File: src/rtl/dds_tone_pkg.sv
// shared types, codes, constants and sine table for the tone generator
// no dependencies
package dds_tone_pkg;

  localparam logic [1:0] MODE_TICK = 2'd0;
  localparam logic [1:0] MODE_TONE = 2'd1;
  localparam logic [1:0] MODE_SIL  = 2'd2;
  localparam logic [1:0] MODE_STOP = 2'd3;

  localparam logic [1:0] H_IDLE = 2'd0;
  localparam logic [1:0] H_RAMP = 2'd1;
  localparam logic [1:0] H_SINE = 2'd2;

  localparam int RAMP_TICKS = 2048;
  localparam int RAMP_CW    = $clog2(RAMP_TICKS + 1);

  localparam int DIV_NW = 24;
  localparam int DIV_DW = 20;
  localparam int DIV_CW = $clog2(DIV_NW);
  localparam logic [DIV_NW-1:0] PERIOD_NUM = DIV_NW'(1000000);
  localparam int STEP_SHIFT = 14;

  localparam logic [9:0] DUTY_MID = 10'd512;
  localparam logic [9:0] DUTY_MAX = 10'd1023;
  localparam logic [9:0] TP_RESET = 10'd20;

  typedef struct packed {
    logic accept;
    logic sine_out;
    logic div_go;
    logic div_sel;
    logic step_load;
  } ctrl_cmd_t;

  typedef struct packed {
    logic out_free;
    logic go_sine;
    logic go_div;
    logic div_done;
  } ctrl_sts_t;

  function automatic logic [6:0] quarter(input logic [6:0] r);
    logic [6:0] v;
    unique case (r)
      7'd0: v = 7'd0;     7'd1: v = 7'd3;     7'd2: v = 7'd6;     7'd3: v = 7'd9;
      7'd4: v = 7'd12;    7'd5: v = 7'd16;    7'd6: v = 7'd19;    7'd7: v = 7'd22;
      7'd8: v = 7'd25;    7'd9: v = 7'd28;    7'd10: v = 7'd31;   7'd11: v = 7'd34;
      7'd12: v = 7'd37;   7'd13: v = 7'd40;   7'd14: v = 7'd43;   7'd15: v = 7'd46;
      7'd16: v = 7'd49;   7'd17: v = 7'd51;   7'd18: v = 7'd54;   7'd19: v = 7'd57;
      7'd20: v = 7'd60;   7'd21: v = 7'd63;   7'd22: v = 7'd65;   7'd23: v = 7'd68;
      7'd24: v = 7'd71;   7'd25: v = 7'd73;   7'd26: v = 7'd76;   7'd27: v = 7'd78;
      7'd28: v = 7'd81;   7'd29: v = 7'd83;   7'd30: v = 7'd85;   7'd31: v = 7'd88;
      7'd32: v = 7'd90;   7'd33: v = 7'd92;   7'd34: v = 7'd94;   7'd35: v = 7'd96;
      7'd36: v = 7'd98;   7'd37: v = 7'd100;  7'd38: v = 7'd102;  7'd39: v = 7'd104;
      7'd40: v = 7'd106;  7'd41: v = 7'd107;  7'd42: v = 7'd109;  7'd43: v = 7'd111;
      7'd44: v = 7'd112;  7'd45: v = 7'd113;  7'd46: v = 7'd115;  7'd47: v = 7'd116;
      7'd48: v = 7'd117;  7'd49: v = 7'd118;  7'd50: v = 7'd120;  7'd51: v = 7'd121;
      7'd52: v = 7'd122;  7'd53: v = 7'd122;  7'd54: v = 7'd123;  7'd55: v = 7'd124;
      7'd56: v = 7'd125;  7'd57: v = 7'd125;  7'd58: v = 7'd126;  7'd59: v = 7'd126;
      7'd60: v = 7'd126;  7'd61: v = 7'd127;  7'd62: v = 7'd127;  7'd63: v = 7'd127;
      7'd64: v = 7'd127;
      default: v = 7'd0;
    endcase
    return v;
  endfunction

  function automatic logic signed [7:0] sine_lookup(input logic [7:0] idx);
    logic [6:0] r;
    logic [6:0] v;
    r = {1'b0, idx[5:0]};
    v = idx[6] ? quarter(7'd64 - r) : quarter(r);
    return idx[7] ? -signed'({1'b0, v}) : signed'({1'b0, v});
  endfunction

endpackage

File: src/rtl/dds_tone_div.sv
// iterative restoring divider, one quotient bit per cycle
// depends on dds_tone_pkg
module dds_tone_div (
  input  logic                           clk,
  input  logic                           rst,
  input  logic                           go,
  input  logic [dds_tone_pkg::DIV_NW-1:0] dividend,
  input  logic [dds_tone_pkg::DIV_DW-1:0] divisor,
  output logic [dds_tone_pkg::DIV_NW-1:0] quo,
  output logic                           done
);
  import dds_tone_pkg::*;

  logic              busy;
  logic [DIV_CW-1:0] cnt;
  logic [DIV_DW-1:0] rem;
  logic [DIV_DW-1:0] dsr;
  logic [DIV_DW:0]   rem_sh;
  logic [DIV_DW:0]   rem_sub;
  logic              fits;

  assign rem_sh  = {rem, quo[DIV_NW-1]};
  assign rem_sub = rem_sh - {1'b0, dsr};
  assign fits    = rem_sh >= {1'b0, dsr};

  always_ff @(posedge clk) begin
    if (rst) begin
      busy <= 1'b0;
      done <= 1'b0;
      cnt  <= '0;
    end else begin
      done <= 1'b0;
      if (go) begin
        busy <= 1'b1;
        cnt  <= '0;
      end else if (busy) begin
        cnt <= cnt + 1'b1;
        if (cnt == DIV_CW'(DIV_NW - 1)) begin
          busy <= 1'b0;
          done <= 1'b1;
        end
      end
    end
  end

  always_ff @(posedge clk) begin
    if (go) begin
      rem <= '0;
      dsr <= divisor;
      quo <= dividend;
    end else if (busy) begin
      rem <= fits ? rem_sub[DIV_DW-1:0] : rem_sh[DIV_DW-1:0];
      quo <= {quo[DIV_NW-2:0], fits};
    end
  end

endmodule

File: src/rtl/dds_tone_ctrl.sv
// control state machine: input handshake, sine output step, divider sequencing
// depends on dds_tone_pkg
module dds_tone_ctrl (
  input  logic                    clk,
  input  logic                    rst,
  input  logic                    s_tvalid,
  output logic                    s_tready,
  input  dds_tone_pkg::ctrl_sts_t sts,
  output dds_tone_pkg::ctrl_cmd_t cmd
);
  import dds_tone_pkg::*;

  localparam logic [1:0] ST_IDLE  = 2'd0;
  localparam logic [1:0] ST_SINE  = 2'd1;
  localparam logic [1:0] ST_DIV_P = 2'd2;
  localparam logic [1:0] ST_DIV_S = 2'd3;

  logic [1:0] state;
  logic [1:0] state_next;

  assign s_tready = (state == ST_IDLE) && sts.out_free;

  always_comb begin
    state_next    = state;
    cmd           = '0;
    cmd.accept    = s_tvalid && s_tready;
    unique case (state)
      ST_IDLE: begin
        if (cmd.accept && sts.go_sine) begin
          state_next = ST_SINE;
        end else if (cmd.accept && sts.go_div) begin
          cmd.div_go = 1'b1;
          state_next = ST_DIV_P;
        end
      end
      ST_SINE: begin
        cmd.sine_out = 1'b1;
        state_next   = ST_IDLE;
      end
      ST_DIV_P: begin
        if (sts.div_done) begin
          cmd.div_go  = 1'b1;
          cmd.div_sel = 1'b1;
          state_next  = ST_DIV_S;
        end
      end
      ST_DIV_S: begin
        if (sts.div_done) begin
          cmd.step_load = 1'b1;
          state_next    = ST_IDLE;
        end
      end
      default: state_next = ST_IDLE;
    endcase
  end

  always_ff @(posedge clk) begin
    if (rst) begin
      state <= ST_IDLE;
    end else begin
      state <= state_next;
    end
  end

endmodule

File: src/rtl/dds_tone_dp.sv
// datapath: tone state, ramp, sine scaling, phase step divider, output register
// depends on dds_tone_pkg and dds_tone_div
module dds_tone_dp (
  input  logic                    clk,
  input  logic                    rst,
  input  logic                    cfg_we,
  input  logic [9:0]              cfg_wdata,
  input  logic [1:0]              in_mode,
  input  logic                    in_channel,
  input  logic [15:0]             in_freq,
  input  logic [7:0]              in_amp,
  input  logic                    m_tready,
  output logic                    m_tvalid,
  output logic                    m_channel,
  output logic [9:0]              m_duty,
  output logic                    m_on,
  input  dds_tone_pkg::ctrl_cmd_t cmd,
  output dds_tone_pkg::ctrl_sts_t sts
);
  import dds_tone_pkg::*;

  logic [9:0]         tick_period_us;
  logic [9:0]         tp_hold;
  logic [15:0]        phase;
  logic [15:0]        phase_step;
  logic [7:0]         tone_gain;
  logic               active_channel;
  logic [RAMP_CW-1:0] ramp_count;
  logic               ramp_then_sine;
  logic               output_live;
  logic [1:0]         tick_handler;
  logic signed [16:0] prod;

  logic [15:0]        phase_next;
  logic [RAMP_CW-1:0] ramp_inc;
  logic [12:0]        ramp_q;
  logic [9:0]         ramp_duty;
  logic signed [16:0] prod_adj;
  logic signed [10:0] scaled;
  logic [9:0]         sine_duty;

  logic               emit;
  logic               emit_ch;
  logic [9:0]         emit_duty;
  logic               emit_on;

  logic [DIV_NW-1:0]  div_n;
  logic [DIV_DW-1:0]  div_d;
  logic [DIV_NW-1:0]  div_q;
  logic               div_done;

  assign sts.out_free = !m_tvalid || m_tready;
  assign sts.go_sine  = (in_mode == MODE_TICK) && (tick_handler == H_SINE);
  assign sts.go_div   = (in_mode == MODE_TONE) && (in_freq != 16'd0);
  assign sts.div_done = div_done;

  assign phase_next = phase + phase_step;
  assign ramp_inc   = ramp_count + 1'b1;
  assign ramp_q     = 13'(ramp_inc) >> 2;
  assign ramp_duty  = (ramp_q > 13'(DUTY_MAX)) ? DUTY_MAX : ramp_q[9:0];
  assign prod_adj   = prod + (prod[16] ? 17'sd63 : 17'sd0);
  assign scaled     = 11'(prod_adj >>> 6);
  assign sine_duty  = scaled[9:0] + DUTY_MID;

  assign div_n = cmd.div_sel ? DIV_NW'({tp_hold, STEP_SHIFT'(0)}) : PERIOD_NUM;
  assign div_d = cmd.div_sel ? div_q[DIV_DW-1:0] : DIV_DW'(in_freq);

  dds_tone_div u_div (
    .clk      (clk),
    .rst      (rst),
    .go       (cmd.div_go),
    .dividend (div_n),
    .divisor  (div_d),
    .quo      (div_q),
    .done     (div_done)
  );

  always_comb begin
    emit      = 1'b0;
    emit_ch   = in_channel;
    emit_duty = 10'd0;
    emit_on   = 1'b1;
    if (cmd.sine_out) begin
      emit      = 1'b1;
      emit_ch   = active_channel;
      emit_duty = sine_duty;
    end else if (cmd.accept) begin
      unique case (in_mode)
        MODE_TICK: begin
          if (tick_handler == H_RAMP && ramp_inc[1:0] == 2'd0) begin
            emit      = 1'b1;
            emit_ch   = active_channel;
            emit_duty = ramp_duty;
          end
        end
        MODE_TONE: begin
          emit      = in_freq != 16'd0;
          emit_duty = output_live ? DUTY_MID : 10'd0;
        end
        MODE_SIL: begin
          emit      = 1'b1;
          emit_duty = output_live ? DUTY_MID : 10'd0;
        end
        MODE_STOP: begin
          emit    = 1'b1;
          emit_on = 1'b0;
        end
        default: emit = 1'b0;
      endcase
    end
  end

  always_ff @(posedge clk) begin
    if (rst) begin
      tick_period_us <= TP_RESET;
      phase          <= '0;
      phase_step     <= '0;
      tone_gain      <= '0;
      active_channel <= 1'b0;
      ramp_count     <= '0;
      ramp_then_sine <= 1'b0;
      output_live    <= 1'b0;
      tick_handler   <= H_IDLE;
      m_tvalid       <= 1'b0;
    end else begin
      if (cfg_we) begin
        tick_period_us <= cfg_wdata;
      end
      if (cmd.step_load) begin
        phase_step <= div_q[15:0];
      end
      if (emit) begin
        m_tvalid <= 1'b1;
      end else if (m_tready) begin
        m_tvalid <= 1'b0;
      end
      if (cmd.accept) begin
        unique case (in_mode)
          MODE_TICK: begin
            if (tick_handler == H_RAMP) begin
              ramp_count <= ramp_inc;
              if (ramp_inc >= RAMP_CW'(RAMP_TICKS)) begin
                tick_handler <= ramp_then_sine ? H_SINE : H_IDLE;
              end
            end else if (tick_handler == H_SINE) begin
              phase <= phase_next;
            end
          end
          MODE_TONE: begin
            if (in_freq != 16'd0) begin
              active_channel <= in_channel;
              tone_gain      <= in_amp;
              phase          <= '0;
              if (output_live) begin
                tick_handler <= H_SINE;
              end else begin
                ramp_count     <= '0;
                ramp_then_sine <= 1'b1;
                tick_handler   <= H_RAMP;
                output_live    <= 1'b1;
              end
            end
          end
          MODE_SIL: begin
            if (output_live) begin
              tick_handler <= H_IDLE;
            end else begin
              active_channel <= in_channel;
              ramp_count     <= '0;
              ramp_then_sine <= 1'b0;
              tick_handler   <= H_RAMP;
              output_live    <= 1'b1;
            end
          end
          MODE_STOP: begin
            output_live  <= 1'b0;
            tick_handler <= H_IDLE;
          end
          default: tick_handler <= tick_handler;
        endcase
      end
    end
  end

  always_ff @(posedge clk) begin
    if (cmd.accept) begin
      tp_hold <= tick_period_us;
      prod    <= 17'(sine_lookup(phase_next[13:6])) * 17'(signed'({1'b0, tone_gain}));
    end
    if (emit) begin
      m_channel <= emit_ch;
      m_duty    <= emit_duty;
      m_on      <= emit_on;
    end
  end

endmodule

File: src/rtl/dds_sine_pwm_tone_with_ramp.sv
// Tone generator: sine synthesis with anti-click ramp, 10-bit PWM duty words.
// Depends on dds_tone_pkg, dds_tone_ctrl, dds_tone_dp, dds_tone_div.
//
// Input channel s_*: one command word per handshake (tick, start tone, silence,
// stop). Output channel m_*: one duty update word, or none, per command.
// cfg_we/cfg_wdata set the tick period in microseconds (reset value 20).
// Ramp ticks, silence, stop and start tone register their word into m_* at the
// accepting edge. A sine tick passes through the product register (phase add,
// table and multiply), then scaling into the output register.
// Idle or ramp ticks, silence and stop can be taken back to back while the
// output register is free; a sine tick holds s_tready low until its word is
// registered, and a start tone with nonzero frequency holds s_tready low while
// the shared radix-2 divider runs its two 24-step divisions for the phase step.
// A new word is taken only while the output register is empty or being read,
// so a stalled receiver holds m_* steady and stops the input side.
// Reset (rst, synchronous) clears the tone state, turns the output off and
// restores the tick period; no clearing pass is needed.
module dds_sine_pwm_tone_with_ramp (
  input  logic        clk,
  input  logic        rst,
  input  logic        cfg_we,
  input  logic [9:0]  cfg_wdata,
  input  logic        s_tvalid,
  output logic        s_tready,
  input  logic [23:0] s_tdata,   // frequency_hz[15:0], amplitude[23:16]
  input  logic [2:0]  s_tuser,   // mode[1:0], channel[2]
  output logic        m_tvalid,
  input  logic        m_tready,
  output logic [15:0] m_tdata,   // duty[9:0], zero[15:10]
  output logic [1:0]  m_tuser    // out_channel[0], pwm_on[1]
);
  import dds_tone_pkg::*;

  ctrl_cmd_t  cmd;
  ctrl_sts_t  sts;
  logic       m_channel;
  logic [9:0] m_duty;
  logic       m_on;

  dds_tone_ctrl u_ctrl (
    .clk      (clk),
    .rst      (rst),
    .s_tvalid (s_tvalid),
    .s_tready (s_tready),
    .sts      (sts),
    .cmd      (cmd)
  );

  dds_tone_dp u_dp (
    .clk        (clk),
    .rst        (rst),
    .cfg_we     (cfg_we),
    .cfg_wdata  (cfg_wdata),
    .in_mode    (s_tuser[1:0]),
    .in_channel (s_tuser[2]),
    .in_freq    (s_tdata[15:0]),
    .in_amp     (s_tdata[23:16]),
    .m_tready   (m_tready),
    .m_tvalid   (m_tvalid),
    .m_channel  (m_channel),
    .m_duty     (m_duty),
    .m_on       (m_on),
    .cmd        (cmd),
    .sts        (sts)
  );

  assign m_tdata = {6'd0, m_duty};
  assign m_tuser = {m_on, m_channel};

endmodule

File: config.mk
export PLATFORM = sky130hd
export DESIGN_NAME = dds_sine_pwm_tone_with_ramp
export DESIGN_NICKNAME = d
export VERILOG_FILES = /design/src/rtl/dds_tone_pkg.sv /design/src/rtl/dds_tone_div.sv /design/src/rtl/dds_tone_ctrl.sv /design/src/rtl/dds_tone_dp.sv /design/src/rtl/dds_sine_pwm_tone_with_ramp.sv
export SDC_FILE = /design/constraint.sdc
export NUM_CORES = 1
export LEC_CHECK = 0
export ABC_AREA = 1
export BUFFER_PORTS_ARGS = -buffer_cell sky130_fd_sc_hd__buf_2
export CAP_MARGIN = 20
export CORE_ASPECT_RATIO = 0.7
export CORE_MARGIN = 1
export CORE_UTILIZATION = 45
export CTS_BUF_LIST = sky130_fd_sc_hd__clkbuf_2
export CTS_CLUSTER_DIAMETER = 60
export CTS_CLUSTER_SIZE = 8
export DETAILED_ROUTE_END_ITERATION = 6
export GPL_TIMING_DRIVEN = 0
export PLACE_DENSITY = 0.67
export SLEW_MARGIN = 0
export SYNTH_ARGS = -nofsm -noshare
export SYNTH_HDL_FRONTEND = slang
export SYNTH_SLANG_ARGS = --single-unit
File: constraint.sdc
create_clock -name clk -period 9.6 [get_ports clk]
set_input_delay 1.92 -clock clk [delete_from_list [all_inputs] [get_ports clk]]
set_output_delay 1.92 -clock clk [all_outputs]
set_load 0.02 [all_outputs]
======== Yosys cells after proc, flatten, opt, wreduce, memory -nomap -nowiden ========
Memories as Yosys holds them, arrays and structs flattened.
Cells that the tools add are included.
storage, ports and cells
  memories kept ........................... 2
  memory bits (read-only) ................. 1,344
  bits in registers ....................... 180
  output and inout bits ................... 20
cells by class
  reduce and logical (&&, ||, !) cells .... 32
  bitwise logic cells ..................... 2
  multipliers ............................. 1
  order comparisons ....................... 3
  add/sub/neg operators ................... 8
  multiplexer cells ....................... 68
  equality and inequality tests ........... 19
memories
  memory            words  width  read ports  clocked after Yosys merged registers in  wr ports  RTL line            text
  (name not given)  128    7      1           0                                        0         dds_tone_pkg.sv:44  unique case (r)
  (name not given)  64     7      1           0                                        0         dds_tone_pkg.sv:44
operators by type and width
  kind                      number
  $mux W24                  3
  $mux W16                  4
  $mux W10                  5
  $mux W12                  3
  $pmux W12 S3              1
  $add A16 B16 Y16          2
  $pmux W16 S2              1
  $mux W1                   27
  $ge A21 B20 Y1            1
  $mux W7                   3
  $mux W2                   10
  $mux W20                  1
  $pmux W10 S2              1
  $sub A20 B20 Y20          1
  $mul A8 B9 Y17            1
  $pmux W2 S4               2
  $reduce_bool A16 Y1       1
  $ne A2 B2 Y1 const B      7
  $add A12 B1 Y12 const B   1
  $ge A12 B12 Y1 const B    1
  $reduce_and A4 Y1         3
  $add A10 B10 Y10 const B  1
  $eq A2 B2 Y1 const B      5
  $gt A10 B10 Y1 const B    1
  22 further kinds          47

======== Logic depth before layout (Yosys ltp) ========
Gate-level depths: netlist of run 1.
  depth after elaboration ................. 9
  depth in mapped cells ................... 51
  depth with buffers taken out ............ 49

======== By module ========
A second synthesis of run 1 with hierarchy kept.
second synthesis, totals
  cells, all modules ...................... 1,869
  area total of the unflattened synthesis .. 13,686.9 um^2
by module, submodules not included
  module                       cells each  area an instance (um^2)  instances
  dds_tone_dp                  1,254       9,118.7                  1
  dds_tone_div                 577         4,306.6                  1
  dds_tone_ctrl                29          197.7                    1
  dds_sine_pwm_tone_with_ramp  9           63.8                     1

======== Worst setup path after synthesis of run 1 ========
Ideal clock, no wire load.
  path kind ............................... register -> register
  start point ............................. register u_dp.phase_step[0]
  end point ............................... register u_dp.prod[16], data pin
  data required time ...................... 9.339 ns
  arrival time ............................ 7.469 ns
  period minus slack after synthesis ...... 7.730 ns
  library setup time ...................... 0.261 ns
  buffers on the path ..................... 2
  cell stages (with the launch flop) ...... 44
  setup slack ............................. 1.870 ns
  cells stage by stage .................... dfxtp_1 ha_1 fa_1 nand2_1 nand2_1 nand3_1 nand3_1 nand2_1 ha_1 inv_1 ha_1 clkbuf_1 nand3_1 nand2_1 nand2_1 nand3_1 nand3_1 nand3_1 (+8 left out) nand2_1 fa_1 fa_1 fa_1 fa_1 inv_1 ha_1 nand3b_1 and2_1 o21bai_1 a21oi_1 o21bai_1 a21oi_1 o31ai_1 a21oi_1 nor2_1 nor2_1 xor2_1
on the way
  word-level cells in the longest chain between the ends .. 8
RTL lines
  item                      RTL line            text
  start: declaration        dds_tone_dp.sv:25   logic [15:0] phase_step;
  start signal: assignment  dds_tone_dp.sv:130  phase_step <= div_q[15:0];
  $add A16 B16 Y16 (*)      dds_tone_dp.sv:57   assign phase_next = phase + phase_step;
  $sub A7 B6 Y7             dds_tone_pkg.sv:71  v = idx[6] ? quarter(7'd64 - r) : quarter(r);
  $mem_v2 Z128 W7           --
  $mux W7                   dds_tone_dp.sv:186  if (cmd.accept) begin
  $mux W7                   dds_tone_pkg.sv:71
  $neg A7 Y8                dds_tone_pkg.sv:72  return idx[7] ? -signed'({1'b0, v}) : signed'({1'b0, v});
  $mux W8 (*)               dds_tone_pkg.sv:72
  $mul A8 B9 Y17 (*)        dds_tone_dp.sv:188  prod <= 17'(sine_lookup(phase_next[13:6])) * 17'(signed'({1'b0, tone_gain}));
  end signal: assignment    dds_tone_dp.sv:188
  end: declaration          dds_tone_dp.sv:32   logic signed [16:0] prod;
Every way passes the cells marked *; elsewhere a longest branch is shown, timed or not. The select of a mux whose other input is x is not followed.
A chain may end at the register's enable or synchronous reset.

======== Worst setup path after layout of run 1 ========
Same ends and word-level chain as after synthesis.

==> results of run 1 <==
logic make-up (layout without fill, tap and decap cells):
family / Yosys count / in the layout
other: 1 / 7
AND/OR/NAND/NOR: 710 / 710
flip-flops: 176 / 176
buffers and inverters: 290 / 378
adder cells (fa/ha/maj): 138 / 138
XOR/XNOR: 43 / 43
AO/OA/AOI/OAI: 285 / 285
cell usage after synthesis, drive strengths merged, types with 5 or more instances:
cell | instances | share of area
nand2 | 362 | 0.11
inv | 239 | 0.071
nor2 | 180 | 0.057
a21oi | 120 | 0.050
nand3 | 120 | 0.051
o21ai | 118 | 0.048
ha | 99 | 0.098
dfxtp | 93 | 0.15
edfxtp | 83 | 0.20
fa | 39 | 0.062
xor2 | 31 | 0.023
clkbuf | 28 | 0.0084
buf | 21 | 0.011
nand4 | 15 | 0.0075
xnor2 | 12 | 0.0084
nand3b | 8 | 0.0048
nor4 | 7 | 0.0035
o211ai | 7 | 0.0042
or2 | 7 | 0.0035
a2bb2oi | 6 | 0.0042
nor3 | 6 | 0.0024
o21bai | 6 | 0.0036
a32o | 5 | 0.0040
and2 | 5 | 0.0025
o22ai | 5 | 0.0025
registers in the layout, indices dropped and copies added (netlist names), 2 cells and up:
signal and count:
u_dp.u_div.quo 24, u_dp.u_div.dsr 20, u_dp.u_div.rem 20, u_dp.prod 17, u_dp.phase 14, u_dp.phase_step 14, u_dp.ramp_count 12, u_dp.m_duty 10
u_dp.tick_period_us 10, u_dp.tp_hold 10, u_dp.tone_gain 8, u_dp.u_div.cnt 5, u_ctrl.state 2, u_dp.tick_handler 2
worst max-delay path, delay by kind of cell (launching register included):
family / cells / cell delay [ps]
xor+xnor: 1 / 270
compound gates: 7 / 1050
fa+ha+maj: 10 / 3990
flops: 1 / 370
buf+inv: 4 / 600
simple gates: 21 / 2580
report_power, final:
part | total [uW] | switching, uW | internal (uW)
Sequential | 847 | 17.2 | 829
Combinational | 170 | 115 | 55.3
Clock | 422 | 270 | 152
Total | 1440 | 402 | 1040
repair_timing:
| item | in CTS | in global routing |
|---|---|---|
| setup endpoints to repair | 0 | 1 |
| endpoints found under the hold margin | 0 | 0 |
| gates resized for setup | 0 | 6 |
layer usage:
metal  share of wire  wire (um)  up-vias
li1                -          -     5533
met1            0.52      16200     5111
met2            0.40      12400      336
met3           0.068       2090       12
met4          0.0052        161        0
met5               0          0        -
final timing paths:
check	slack, ps	end	cells after the start
max	600	u_dp.prod[16]	43
min	450	u_dp.tp_hold[0]	0
max reg2reg	600	u_dp.prod[16]	43
min reg2reg	450	u_dp.tp_hold[0]	0
cell type report:
cell class | instances | area, um^2
Clock inverter | 12 | 158
Buffer | 49 | 246
Fill cell | 2659 | 13400
Inverter | 241 | 905
Clock buffer | 20 | 100
Tap cell | 364 | 455
Antenna cell | 1 | 2.50
Timing Repair Buffer | 56 | 325
Sequential cell | 176 | 4350
Multi-Input combinational cell | 1182 | 7110
stage by stage:
stage          cell area (um^2)  utilization  total power [uW]
6_report                  13700        0.504              1440
5_1_grt                   13700        0.504              1500
4_1_cts                   13600        0.502              1450
3_5_place_dp              13400        0.493              1030
3_3_place_gp              13300        0.492              1020
2_1_floorplan             12600            -               967
==> results by stage, run 1 <==
Drt:
- The number of detailed-routing iterations run before antenna repair is 5.
- The total DRC errors in the routed layout is 0.
- The detailed-route via count is 10992.
- The residual antenna-violating net count after detailed routing is 0.
- The routed length per instance is 14.7 um.
- The total routed wirelength is 30.9 mm.
- In the routed layout, each cell is associated on average with a via count of 5.23.
- The initial DRC count is 956.

Placement:
- The placed wire-length estimate after detailed placement is 24.6 mm.
- The final weighted congestion in routability-driven placement is 0.949.
- In this run, placement finished with an instance count of 2067.
- The worst-case setup slack after placement is 418 ps.
- Buffers placed on the I/O ports in this run total 54.

Setup path:
- The arrival time at the worst endpoint is 9580 ps.
- The critical path is of the flop to flop type.
- The most frequent cell on the critical path is sky130_fd_sc_hd__nand2_1.
- The cell with the largest stage delay on the worst path is sky130_fd_sc_hd__fa_1.
- The launch instance of the worst register-to-register path is u_dp.phase_step[0].
- The required time of the critical path is 10170 ps.
- In this run the worst setup path begins at u_dp.phase_step[0].
- The worst-path maximum fanout is 10.
- STA classifies the critical path endpoint as a flop.
- The highest cell delay on the worst timing path is 540 ps.
- The launching element type of the critical path is a flop.

Power and ir drop:
- In this run the static leakage power is 0.00642 uW.
- Power spread over the standard cell area amounts to 105 mW/mm^2.
- The peak supply drop is 0.0885 mV.

STA:
- The worst max-slew margin expressed relative to the limit is 0.360.
- The number of failing setup endpoints in the final timing report is 0.
- Subtracting the final worst setup slack from the clock period gives 9000 ps.
- The worst hold slack is 450 ps.
- The transition time at the pin with the least slew margin is 957 ps.
- Once routing completed, OpenROAD measured the worst setup slack at 596 ps.
- The max-slew violation count was 0.
- Dividing the final minimum period by the clock period gives 0.938.
- The worst clock skew is 47.4 ps.
- The number of hold-slack violations in the final timing report is 0.
- After routing, the total negative slack on setup checks comes to 0 ps.
- Static timing analysis puts the maximum clock frequency at 111 MHz.

Logic synthesis:
- Synthesis instantiated 53 different standard cells from the library.
- After synthesis, the largest family of logic cells by area is simple AND/OR/NAND/NOR gates.
- The xor-xnor portion of the synthesized cell area is 0.0311.
- Yosys printed 0 warnings.
- The number of standard cells after synthesis is 1643.
- The cell area that synthesis handed to floorplanning was 0.0126 mm^2.
- Measured against the total synthesized area, the mux share comes to 0.
- The post-synthesis sequential element count is 176.
- The synthesized-area fraction occupied by ao, oa, aoi and oai cells is 0.128.
- The prevailing post-synth register cell is sky130_fd_sc_hd__dfxtp_1.
- The basic-gate share of the synthesized area counting and, or, nand and nor cells is 0.243.
- In the synthesized netlist the async set-or-reset flop fraction comes to 0.
- Of the total synthesized cell area, the portion taken by full adders, half adders and majority gates is 0.161.
- In this run, synthesis inferred 83 flip-flops with an integrated enable.
- The sequential-to-total area share from yosys stat is 0.346.
- The synthesized area per cell is 7.66 um^2.

CTS:
- The clock tree root driver cell is sky130_fd_sc_hd__clkbuf_2.
- The maximum count of clock buffers along a single path is 2.
- The clock-pin slew reported for the worst setup and hold paths after clock tree synthesis is 260 ps.
- Buffers inserted during clock tree synthesis total 17.
- The post-cts hold buffer count is 0.
- CTS saw 176 sinks.
- TritonCTS built the clock tree.
- The clock reaches the later pin of the worst-skew pair after 770 ps.
- The number of setup buffers added after CTS is 0.
- The H-tree was split into 4 levels.

Flow run:
- The count of max-cap constraint violations is 0.

Die:
- The standard cell core area is 0.0271 mm^2.
- The y dimension of the die is 142 um.
- The total I/O pin count is 62.
- The die is 202 um wide.
- The floorplan step defined a die boundary enclosing 0.0286 mm^2.
- The count of standard-cell rows is 50.
- For this configuration, the core starts out at a cell density of 0.464.

Layout:
- Compared with the post-synthesis result, the final layout area differs by 8.58%.
- Of the cells placed in the final design, the portion with a size suffix greater than 1 is 0.0956.
- The finished layout holds 2101 standard cells, fillers aside.
- The library cells used most frequently in the layout, excluding fill and tap cells, are sky130_fd_sc_hd__nand2_1, sky130_fd_sc_hd__inv_1, sky130_fd_sc_hd__nor2_1.
- The most common library cell in the layout ignoring fill and taps is sky130_fd_sc_hd__nand2_1.
- In the final design database the tool counted 1903 nets.

GRT:
- The wire length of the first global-routing pass is 51.1 mm.
- Entering global routing, the biggest net connects 30 pins.
- The initial antenna violation count is 1.
- In this run the most used layer during global routing was met1.
- For met2 alone, demand over resource in global routing was 0.319.
- The met1 track demand over resource in global routing is 0.345.
- The overall fraction of global-route tracks in use is 0.222.
- The met3 usage is 0.0420.
- The via count of the first global-routing pass is 10226.
- The residual overflow from global routing is 0.

Min path:
- The worst hold path class is flop to flop.
- The launch instance of the worst min-delay path is u_dp.tick_period_us[0].

Outcome:
- The run finished with clean final reports.
(Power assumes the default switching activity.)
==> run 2: changes to the inputs <==
--- a/config.mk
+++ b/config.mk
@@ -9,14 +9,13 @@
 export BUFFER_PORTS_ARGS = -buffer_cell sky130_fd_sc_hd__buf_2
 export CAP_MARGIN = 20
 export CORE_ASPECT_RATIO = 0.7
-export CORE_MARGIN = 1
+export CORE_MARGIN = 5
 export CORE_UTILIZATION = 45
 export CTS_BUF_LIST = sky130_fd_sc_hd__clkbuf_2
 export CTS_CLUSTER_DIAMETER = 60
 export CTS_CLUSTER_SIZE = 8
 export DETAILED_ROUTE_END_ITERATION = 6
 export GPL_TIMING_DRIVEN = 0
-export PLACE_DENSITY = 0.67
 export SLEW_MARGIN = 0
 export SYNTH_ARGS = -nofsm -noshare
 export SYNTH_HDL_FRONTEND = slang
==> results by stage, run 2 (synthesis results as in run 1) <==
Outcome:
- The flow ran to the end, but the final reports show violations.
- The final reports fail on DRC.

Drt:
- The routed length per instance is 15.1 um (+2.7%).
- The initial DRC count was 725 (-24%).
- The number of vias per cell is 5.18 (-1.0%).
- The number of detailed-routing iterations run before antenna repair is 7 (+2).
- The detailed-route via count was 10918 (-0.67%).
- The total DRC errors in the routed layout is 2 (+2).
- The total routed wirelength came to 31.8 mm (+3.1%).
- The residual antenna-violating net count after detailed routing was 0 (unchanged).

GRT:
- The via count of the first global-routing pass was 10307 (+0.79%).
- The wire length of the first global-routing pass is 52.3 mm (+2.5%).
- The initial antenna violation count is 1 (unchanged).
- The overall fraction of global-route tracks in use is 0.204 (-0.0177).
- The maximum number of pins on one net before global-route repair is 30 (unchanged).
- The residual overflow from global routing is 0 (unchanged).

Setup path:
- The most frequent cell on the critical path is sky130_fd_sc_hd__nand2_1.
- The highest cell delay on the worst timing path is 540 ps (about the same).
- The arrival time at the worst endpoint is 9450 ps (-130 ps).
- The cell with the largest stage delay on the worst path is sky130_fd_sc_hd__fa_1.
- The launching element type of the critical path is a flop.
- The worst register-to-register path begins at u_dp.phase_step[0].
- The number of cells on the worst reg-to-reg path is 43 (unchanged).
- The setup slack on the worst flop-to-flop path was 680 ps (+80 ps).
- The worst setup path is captured at a flop.
- The endpoint identified for the worst register-to-register timing path is u_dp.prod[16].
- In this run the worst setup path begins at u_dp.phase_step[0].
- The worst-path maximum fanout is 10 (unchanged).
- The required time of the critical path is 10130 ps (-40 ps).
- The worst setup path is of the flop to flop kind.

Power and ir drop:
- The peak supply drop came to 0.0678 mV (-23%).
- The power density of the placed cells is 102 mW/mm^2 (-3.4%).
- The static leakage came to 0.00639 uW (-0.33%).

CTS:
- TritonCTS built the clock tree.
- The deepest level of the CTS H-tree was 4 (unchanged).
- The clock latency on the worst-skew pair was 800 ps (+30 ps).
- The clock tree root driver cell is sky130_fd_sc_hd__clkbuf_2.
- The count of clock tree sinks was 176 (unchanged).
- The maximum count of clock buffers along a single path was 2 (unchanged).
- The clock buffer count from CTS is 17 (unchanged).
- The clock-pin slew reported for the worst setup and hold paths after clock tree synthesis came to 240 ps (-20 ps).

STA:
- Setup repair after global routing left no endpoint under its margin.
- The worst max-slew margin expressed relative to the limit is 0.423 (+0.0637).
- The timing-limited maximum frequency is 112 MHz (+0.89%).
- The worst hold slack is 462 ps (+12.0 ps).
- The transition time at the pin with the least slew margin is 862 ps (-95.1 ps).
- The shortest period the worst path allows is 8920 ps (-79.4 ps).
- The ratio of final minimum period to clock period was 0.930 (-0.00827).
- The total negative slack for setup checks is 0 ps (unchanged).
- The max-slew violation count is 0 (unchanged).
- The slack of the critical path is 676 ps (+79.4 ps).
- The number of hold-slack violations in the final timing report is 0 (unchanged).
- The number of failing setup endpoints in the final timing report is 0 (unchanged).
- The worst clock skew was 45.8 ps (-1.63 ps).

Min path:
- The launch instance of the worst min-delay path is u_dp.tick_period_us[8].
- The worst hold path class is flop to flop.
- The end point of the most critical hold path is u_dp.tp_hold[8].
- The cell depth of the worst min-delay path is 0 (unchanged).

Die:
- The horizontal die dimension is 210 um (+4.0%).
- The standard cell core area is 0.0277 mm^2 (+2.2%).
- The initial cell density of the core is 0.454 (-0.0102).
- The floorplan die area is 0.0315 mm^2 (+9.8%).
- The y dimension of the die is 150 um (+5.6%).
- The count of standard-cell rows is 51 (+2.0%).
- The total I/O pin count is 62 (unchanged).

Layout:
- The fraction of the core area covered by cells at the end of the flow is 0.492 (-0.0126).
- The number of flip-flops in the largest register is 24 (unchanged).
- In the layout the commonest cells are sky130_fd_sc_hd__nand2_1, sky130_fd_sc_hd__inv_1, sky130_fd_sc_hd__nor2_1.
- The post-layout net count came to 1903 (unchanged).
- The number of cells in the finished layout apart from fillers was 2108 (+0.33%).
- The register with the most flip-flops is u_dp.u_div.quo.
- The library cell used most frequently in the layout, excluding fill and tap cells, is sky130_fd_sc_hd__nand2_1.
- In the final layout, the registers with the most flip-flops are u_dp.u_div.quo x24, u_dp.u_div.dsr x20, u_dp.u_div.rem x20.
- The signed area change from the synthesized netlist to the final layout is 8.24%.
- The ratio of cells with drive above 1 in the final layout was 0.0968 (+0.00115).

Placement:
- The number of buffers added on ports is 54 (unchanged).
- The final weighted congestion in routability-driven placement is 0.892 (-6.1%).
- The placed wire-length estimate after detailed placement is 25.3 mm (+3.1%).
- The number of cells in the design after placement is 2074 (+0.34%).
- The worst-case setup slack after placement was 406 ps (-11.7 ps).

Flow run:
- The count of max-cap constraint violations is 0 (unchanged).
run 2: cell count changes in the layout (fill, tap and decap cells not counted), sizes merged:
cell	change
inv	+3
bufinv	-2
clkbuf	-1
run 2: how the worst max path moves through the flow:
stage / end / slack [ps]
floorplan: u_dp.prod[16] / 1870
global placement: u_dp.prod[16] / 390
detailed placement: u_dp.prod[16] / 410
CTS: u_dp.prod[16] / 300
global route: u_dp.prod[16] / 60
finish: u_dp.prod[16] / 680
run 2: area by class of cell:
cell class	count	area, um^2
Tap cell	371	464
Clock buffer	19	95.1
Inverter	241	905
Clock inverter	13	108
Timing Repair Buffer	56	325
Multi-Input combinational cell	1182	7120
Buffer	49	246
Antenna cell	1	2.50
Sequential cell	176	4350
Fill cell	2811	14100
run 2: what timing repair did:
action | CTS | global route
endpoints found under the setup margin | 0 | 1
gates resized for setup | 0 | 8
hold buffers | 0 | 0
buffers inserted | 0 | 0
run 2: report_power, final:
part | total, uW | switching, uW | internal [uW]
clock | 370 | 273 | 96.9
sequential | 846 | 16.8 | 829
combinational | 170 | 115 | 55.1
total | 1390 | 405 | 981
run 2: critical path: cells and delay by family, from the launching register on:
| family | cells | cell delay, ps |
|---|---|---|
| adder cells (fa/ha/maj) | 10 | 3900 |
| buffers and inverters | 4 | 620 |
| flip-flops | 1 | 370 |
| XOR/XNOR | 1 | 180 |
| AO/OA/AOI/OAI | 7 | 1210 |
| AND/OR/NAND/NOR | 21 | 2360 |
run 2: per-stage QoR:
stage	cell area (um^2)	total power [uW]
6_report	13600	1390
3_3_place_gp	13300	1020
2_1_floorplan	12600	967
5_1_grt	13600	1450
4_1_cts	13600	1390
3_5_place_dp	13400	1030
run 2: metal layers:
layer | global-route usage | share of wire | routed length [um]
met1 | 0.330 | 0.54 | 17100
met3 | 0.0272 | 0.054 | 1730
met4 | 0.0352 | 0.0075 | 238
met2 | 0.293 | 0.40 | 12800
met5 | 0 | 0 | 0
==> run 3: changes to the inputs <==
--- a/config.mk
+++ b/config.mk
@@ -5,9 +5,7 @@
 export SDC_FILE = /design/constraint.sdc
 export NUM_CORES = 1
 export LEC_CHECK = 0
-export ABC_AREA = 1
 export BUFFER_PORTS_ARGS = -buffer_cell sky130_fd_sc_hd__buf_2
-export CAP_MARGIN = 20
 export CORE_ASPECT_RATIO = 0.7
 export CORE_MARGIN = 5
 export CORE_UTILIZATION = 45
==> results by stage, run 3 <==
Die:
- The y dimension of the die is 155 um (+3.5%).
- The floorplan die area is 0.0337 mm^2 (+7.2%).
- The standard cell core area is 0.0298 mm^2 (+7.8%).
- The total I/O pin count came to 62 (unchanged).
- The horizontal die dimension is 217 um (+3.6%).
- The count of standard-cell rows is 53 (+3.9%).
- The initial cell density of the core is 0.454 (about the same).

Layout:
- The area growth from synthesis to layout is 11.7%.
- The final antenna diode count is 0 (-1).
- The ratio of cells with drive above 1 in the final layout came to 0.154 (+0.0577).
- Counting flops per register, the top entry is u_dp.u_div.quo.
- The number of flip-flops in the largest register is 24 (unchanged).
- The post-layout net count is 1831 (-3.8%).
- The fraction of the core area covered by cells at the end of the flow is 0.507 (+0.0155).
- The library cells used most frequently in the layout, excluding fill and tap cells, are sky130_fd_sc_hd__nand2_1, sky130_fd_sc_hd__nor2_1, sky130_fd_sc_hd__a21oi_1.
- The library cell used most frequently in the layout, excluding fill and tap cells, is sky130_fd_sc_hd__nand2_1.
- In the final layout, the registers with the most flip-flops are u_dp.u_div.quo x24, u_dp.u_div.dsr x20, u_dp.u_div.rem x20.
- The fill cell total of the finished layout came to 2890 (+2.8%).

Logic synthesis:
- Sorting the synthesized cells by area gives the leading types as sky130_fd_sc_hd__edfxtp_1, sky130_fd_sc_hd__dfxtp_1, sky130_fd_sc_hd__ha_1.
- The synthesized-area fraction occupied by ao, oa, aoi and oai cells was 0.204 (+0.0761).
- The most common cell in the netlist is sky130_fd_sc_hd__nand2_1.
- The mux contribution to synthesized area came to 0.0260 (+0.0260).
- The adder-cell share of the synthesized area is 0.149 (-0.0115).
- The post-synthesis sequential element count is 176 (unchanged).
- The combinational family with the most area after synthesis is compound AO/OA/AOI/OAI gates.
- Summed over all instances, the cell type with the most area after synthesis is sky130_fd_sc_hd__edfxtp_1.
- The prevailing post-synth register cell is sky130_fd_sc_hd__dfxtp_1.
- The xor-xnor portion of the synthesized cell area is 0.0470 (+0.0159).
- The number of enable flip-flop cells after synthesis is 83 (unchanged).
- The synthesized area per cell is 8.73 um^2 (+14%).
- The post-synthesis cell area was 0.0135 mm^2 (+7.7%).
- The area fraction of the dominant cell type after synthesis is 0.184 (-0.0141).
- The async set-or-reset flop fraction in the synthesized netlist is 0 (unchanged).
- The number of standard cells after synthesis is 1552 (-5.5%).
- The basic-gate share of the synthesized area counting and, or, nand and nor cells is 0.190 (-0.0534).
- The count of different cell masters after synthesis is 104 (+96%).
- The sequential-to-total area share from yosys stat is 0.321 (-0.0247).
- Ranked by instance count, the synthesized netlist is headed by sky130_fd_sc_hd__nand2_1, sky130_fd_sc_hd__nor2_1, sky130_fd_sc_hd__a21oi_1.
- The total of warnings raised by yosys was 0 (unchanged).

Placement:
- The number of buffers added on ports is 54 (unchanged).
- The worst-case setup slack after placement is -2290 ps (-2700 ps).
- The final weighted congestion in routability-driven placement is 0.954 (+7.0%).
- The placed wire-length estimate after detailed placement is 29.9 mm (+18%).

Drt:
- The routed length per instance is 19.3 um (+28%).
- The total routed wirelength is 39.5 mm (+24%).
- The residual antenna-violating net count after detailed routing is 0 (unchanged).
- The total DRC errors in the routed layout is 0 (-2).
- The detailed-route via count is 11853 (+8.6%).
- The number of detailed-routing iterations run before antenna repair is 6 (-1).
- The number of vias per cell came to 5.78 (+12%).
- The initial DRC count is 1139 (+57%).

STA:
- The max-slew violation count is 0 (unchanged).
- The slack of the critical path is 389 ps (-287 ps).
- Setup repair after global routing could not meet its margin everywhere.
- The number of failing setup endpoints in the final timing report was 0 (unchanged).
- The ratio of final minimum period to clock period is 0.959 (+0.0299).
- The worst max-slew margin expressed relative to the limit is 0.217 (-0.207).
- The timing-limited maximum frequency came to 109 MHz (-3.1%).
- The number of hold-slack violations in the final timing report is 0 (unchanged).
- The shortest period the worst path allows is 9210 ps (+287 ps).
- The worst clock skew was 58.8 ps (+13.1 ps).
- The transition time at the pin with the least slew margin is 1170 ps (+312 ps).

Flow run:
- The count of max-cap constraint violations is 0 (unchanged).

Setup path:
- The highest cell delay on the worst timing path came to 540 ps (about the same).
- The worst setup path category is flop to flop.
- The worst-path maximum fanout came to 10 (unchanged).
- The required time of the critical path was 10180 ps (+50 ps).
- The launching element type of the critical path is a flop.
- Among all stages on the critical path, the largest delay is contributed by sky130_fd_sc_hd__fa_1.
- The arrival time at the worst endpoint was 9800 ps (+350 ps).
- The worst setup path is captured at a flop.

GRT:
- The via count of the first global-routing pass is 11113 (+7.8%).
- The overall fraction of global-route tracks in use is 0.232 (+0.0271).
- The maximum number of pins on one net before global-route repair came to 32 (+6.7%).
- The wire length of the first global-routing pass was 62.2 mm (+19%).
- The residual overflow from global routing was 0 (unchanged).
- The initial antenna violation count is 0 (-1).

Power and ir drop:
- The peak supply drop is 0.107 mV (+57%).
- The power density of the placed cells is 113 mW/mm^2 (+11%).
- The total chip power came to 1710 uW (+23%).
- The static leakage was 0.00638 uW (-0.22%).

CTS:
- The clock buffer count from CTS is 17 (unchanged).
- The maximum count of clock buffers along a single path is 2 (unchanged).
- The clock-pin slew reported for the worst setup and hold paths after clock tree synthesis is 260 ps (+20 ps).
- The tree is rooted in a sky130_fd_sc_hd__clkbuf_2.
- The CTS tree is yes.
- The count of clock tree sinks came to 176 (unchanged).
- The clock latency on the worst-skew pair is 810 ps (about the same).
- The deepest level of the CTS H-tree came to 4 (unchanged).

Outcome:
- The flow ran to the end, and the final reports show no timing, DRC or antenna violations.

Min path:
- The worst hold path class is flop to flop.
run 3: cell types whose count changed after synthesis, moves of 25 or more:
cell / before / now
sky130_fd_sc_hd__nand2_1: 343 / 172
sky130_fd_sc_hd__mux2i_1: 0 / 33
sky130_fd_sc_hd__nor2b_1: 0 / 25
sky130_fd_sc_hd__nand3_1: 113 / 25
sky130_fd_sc_hd__o21ai_0: 114 / 87
sky130_fd_sc_hd__inv_1: 231 / 100
sky130_fd_sc_hd__and2_1: 5 / 39
sky130_fd_sc_hd__clkbuf_1: 28 / 54
sky130_fd_sc_hd__nor2_1: 173 / 147
run 3: critical path: cells and delay by family, from the launching register on:
kind	cells	cell delay [ps]
and+or+nand+nor	5	670
DFF	1	400
buffers and inverters	9	1050
AOI/OAI and AO/OA	17	3050
xor gates and xnor gates	2	250
adders and majority gates	9	3220
muxes	1	320
run 3: cells by family after synthesis:
logic type      Yosys count
compound gates          405
simple gates            539
fa+ha+maj               138
other cells               1
xor+xnor                 64
mux                      35
flops                   176
buf+inv                 194
run 3: path summary, 6_finish.rpt:
path	start	cells after the start	slack, ps	end
min	u_dp.tick_period_us[4]	0	460	u_dp.tp_hold[4]
min reg2reg	u_dp.tick_period_us[4]	0	460	u_dp.tp_hold[4]
max reg2reg	u_dp.phase[0]	43	390	u_dp.prod[16]
max	u_dp.phase[0]	43	390	u_dp.prod[16]
run 3: repair_timing:
action	4_1_cts	5_1_grt
pin swaps	21	31
gates resized for setup	60	48
cloned	0	0
hold endpoints to repair	0	0
setup endpoints to repair	12	5
hold buffers	0	0
setup buffers	18	4
run 3: stage by stage:
step	std cells	TNS, ps	hold slack, ps	instance area (um^2)
2_1_floorplan	1557	0	401	13600
3_3_place_gp	1996	-17850	407	14300
3_5_place_dp	1997	-16180	407	14300
4_1_cts	2046	-1.25	465	14900
5_1_grt	2049	-52.4	484	15100
6_report	2049	0	460	15100
run 3: layout make-up:
cell class	instances	area [um^2]	share of cell area
Clock inverter	14	105	0.00694
Buffer	89	528	0.0349
Multi-Input combinational cell	1187	8740	0.578
Tap cell	385	482	0.0318
Timing Repair Buffer	77	443	0.0293
Inverter	103	389	0.0257
Sequential cell	176	4360	0.288
Clock buffer	18	90.1	0.00595
run 3: report_power, final:
part / leakage (uW) / switching (uW) / internal (uW)
combinational: 0.00470 / 281 / 183
sequential: 0.00155 / 42.6 / 851
clock: 0.000131 / 278 / 74.3
total: 0.00638 / 601 / 1110
run 3: per-layer routing:
layer | share of wire | track usage | vias up
met5 | 0 | 0 | -
met4 | 0.013 | 0.0466 | 0
met3 | 0.081 | 0.0547 | 48
met2 | 0.39 | 0.306 | 428
met1 | 0.52 | 0.377 | 5686
li1 | - | - | 5691
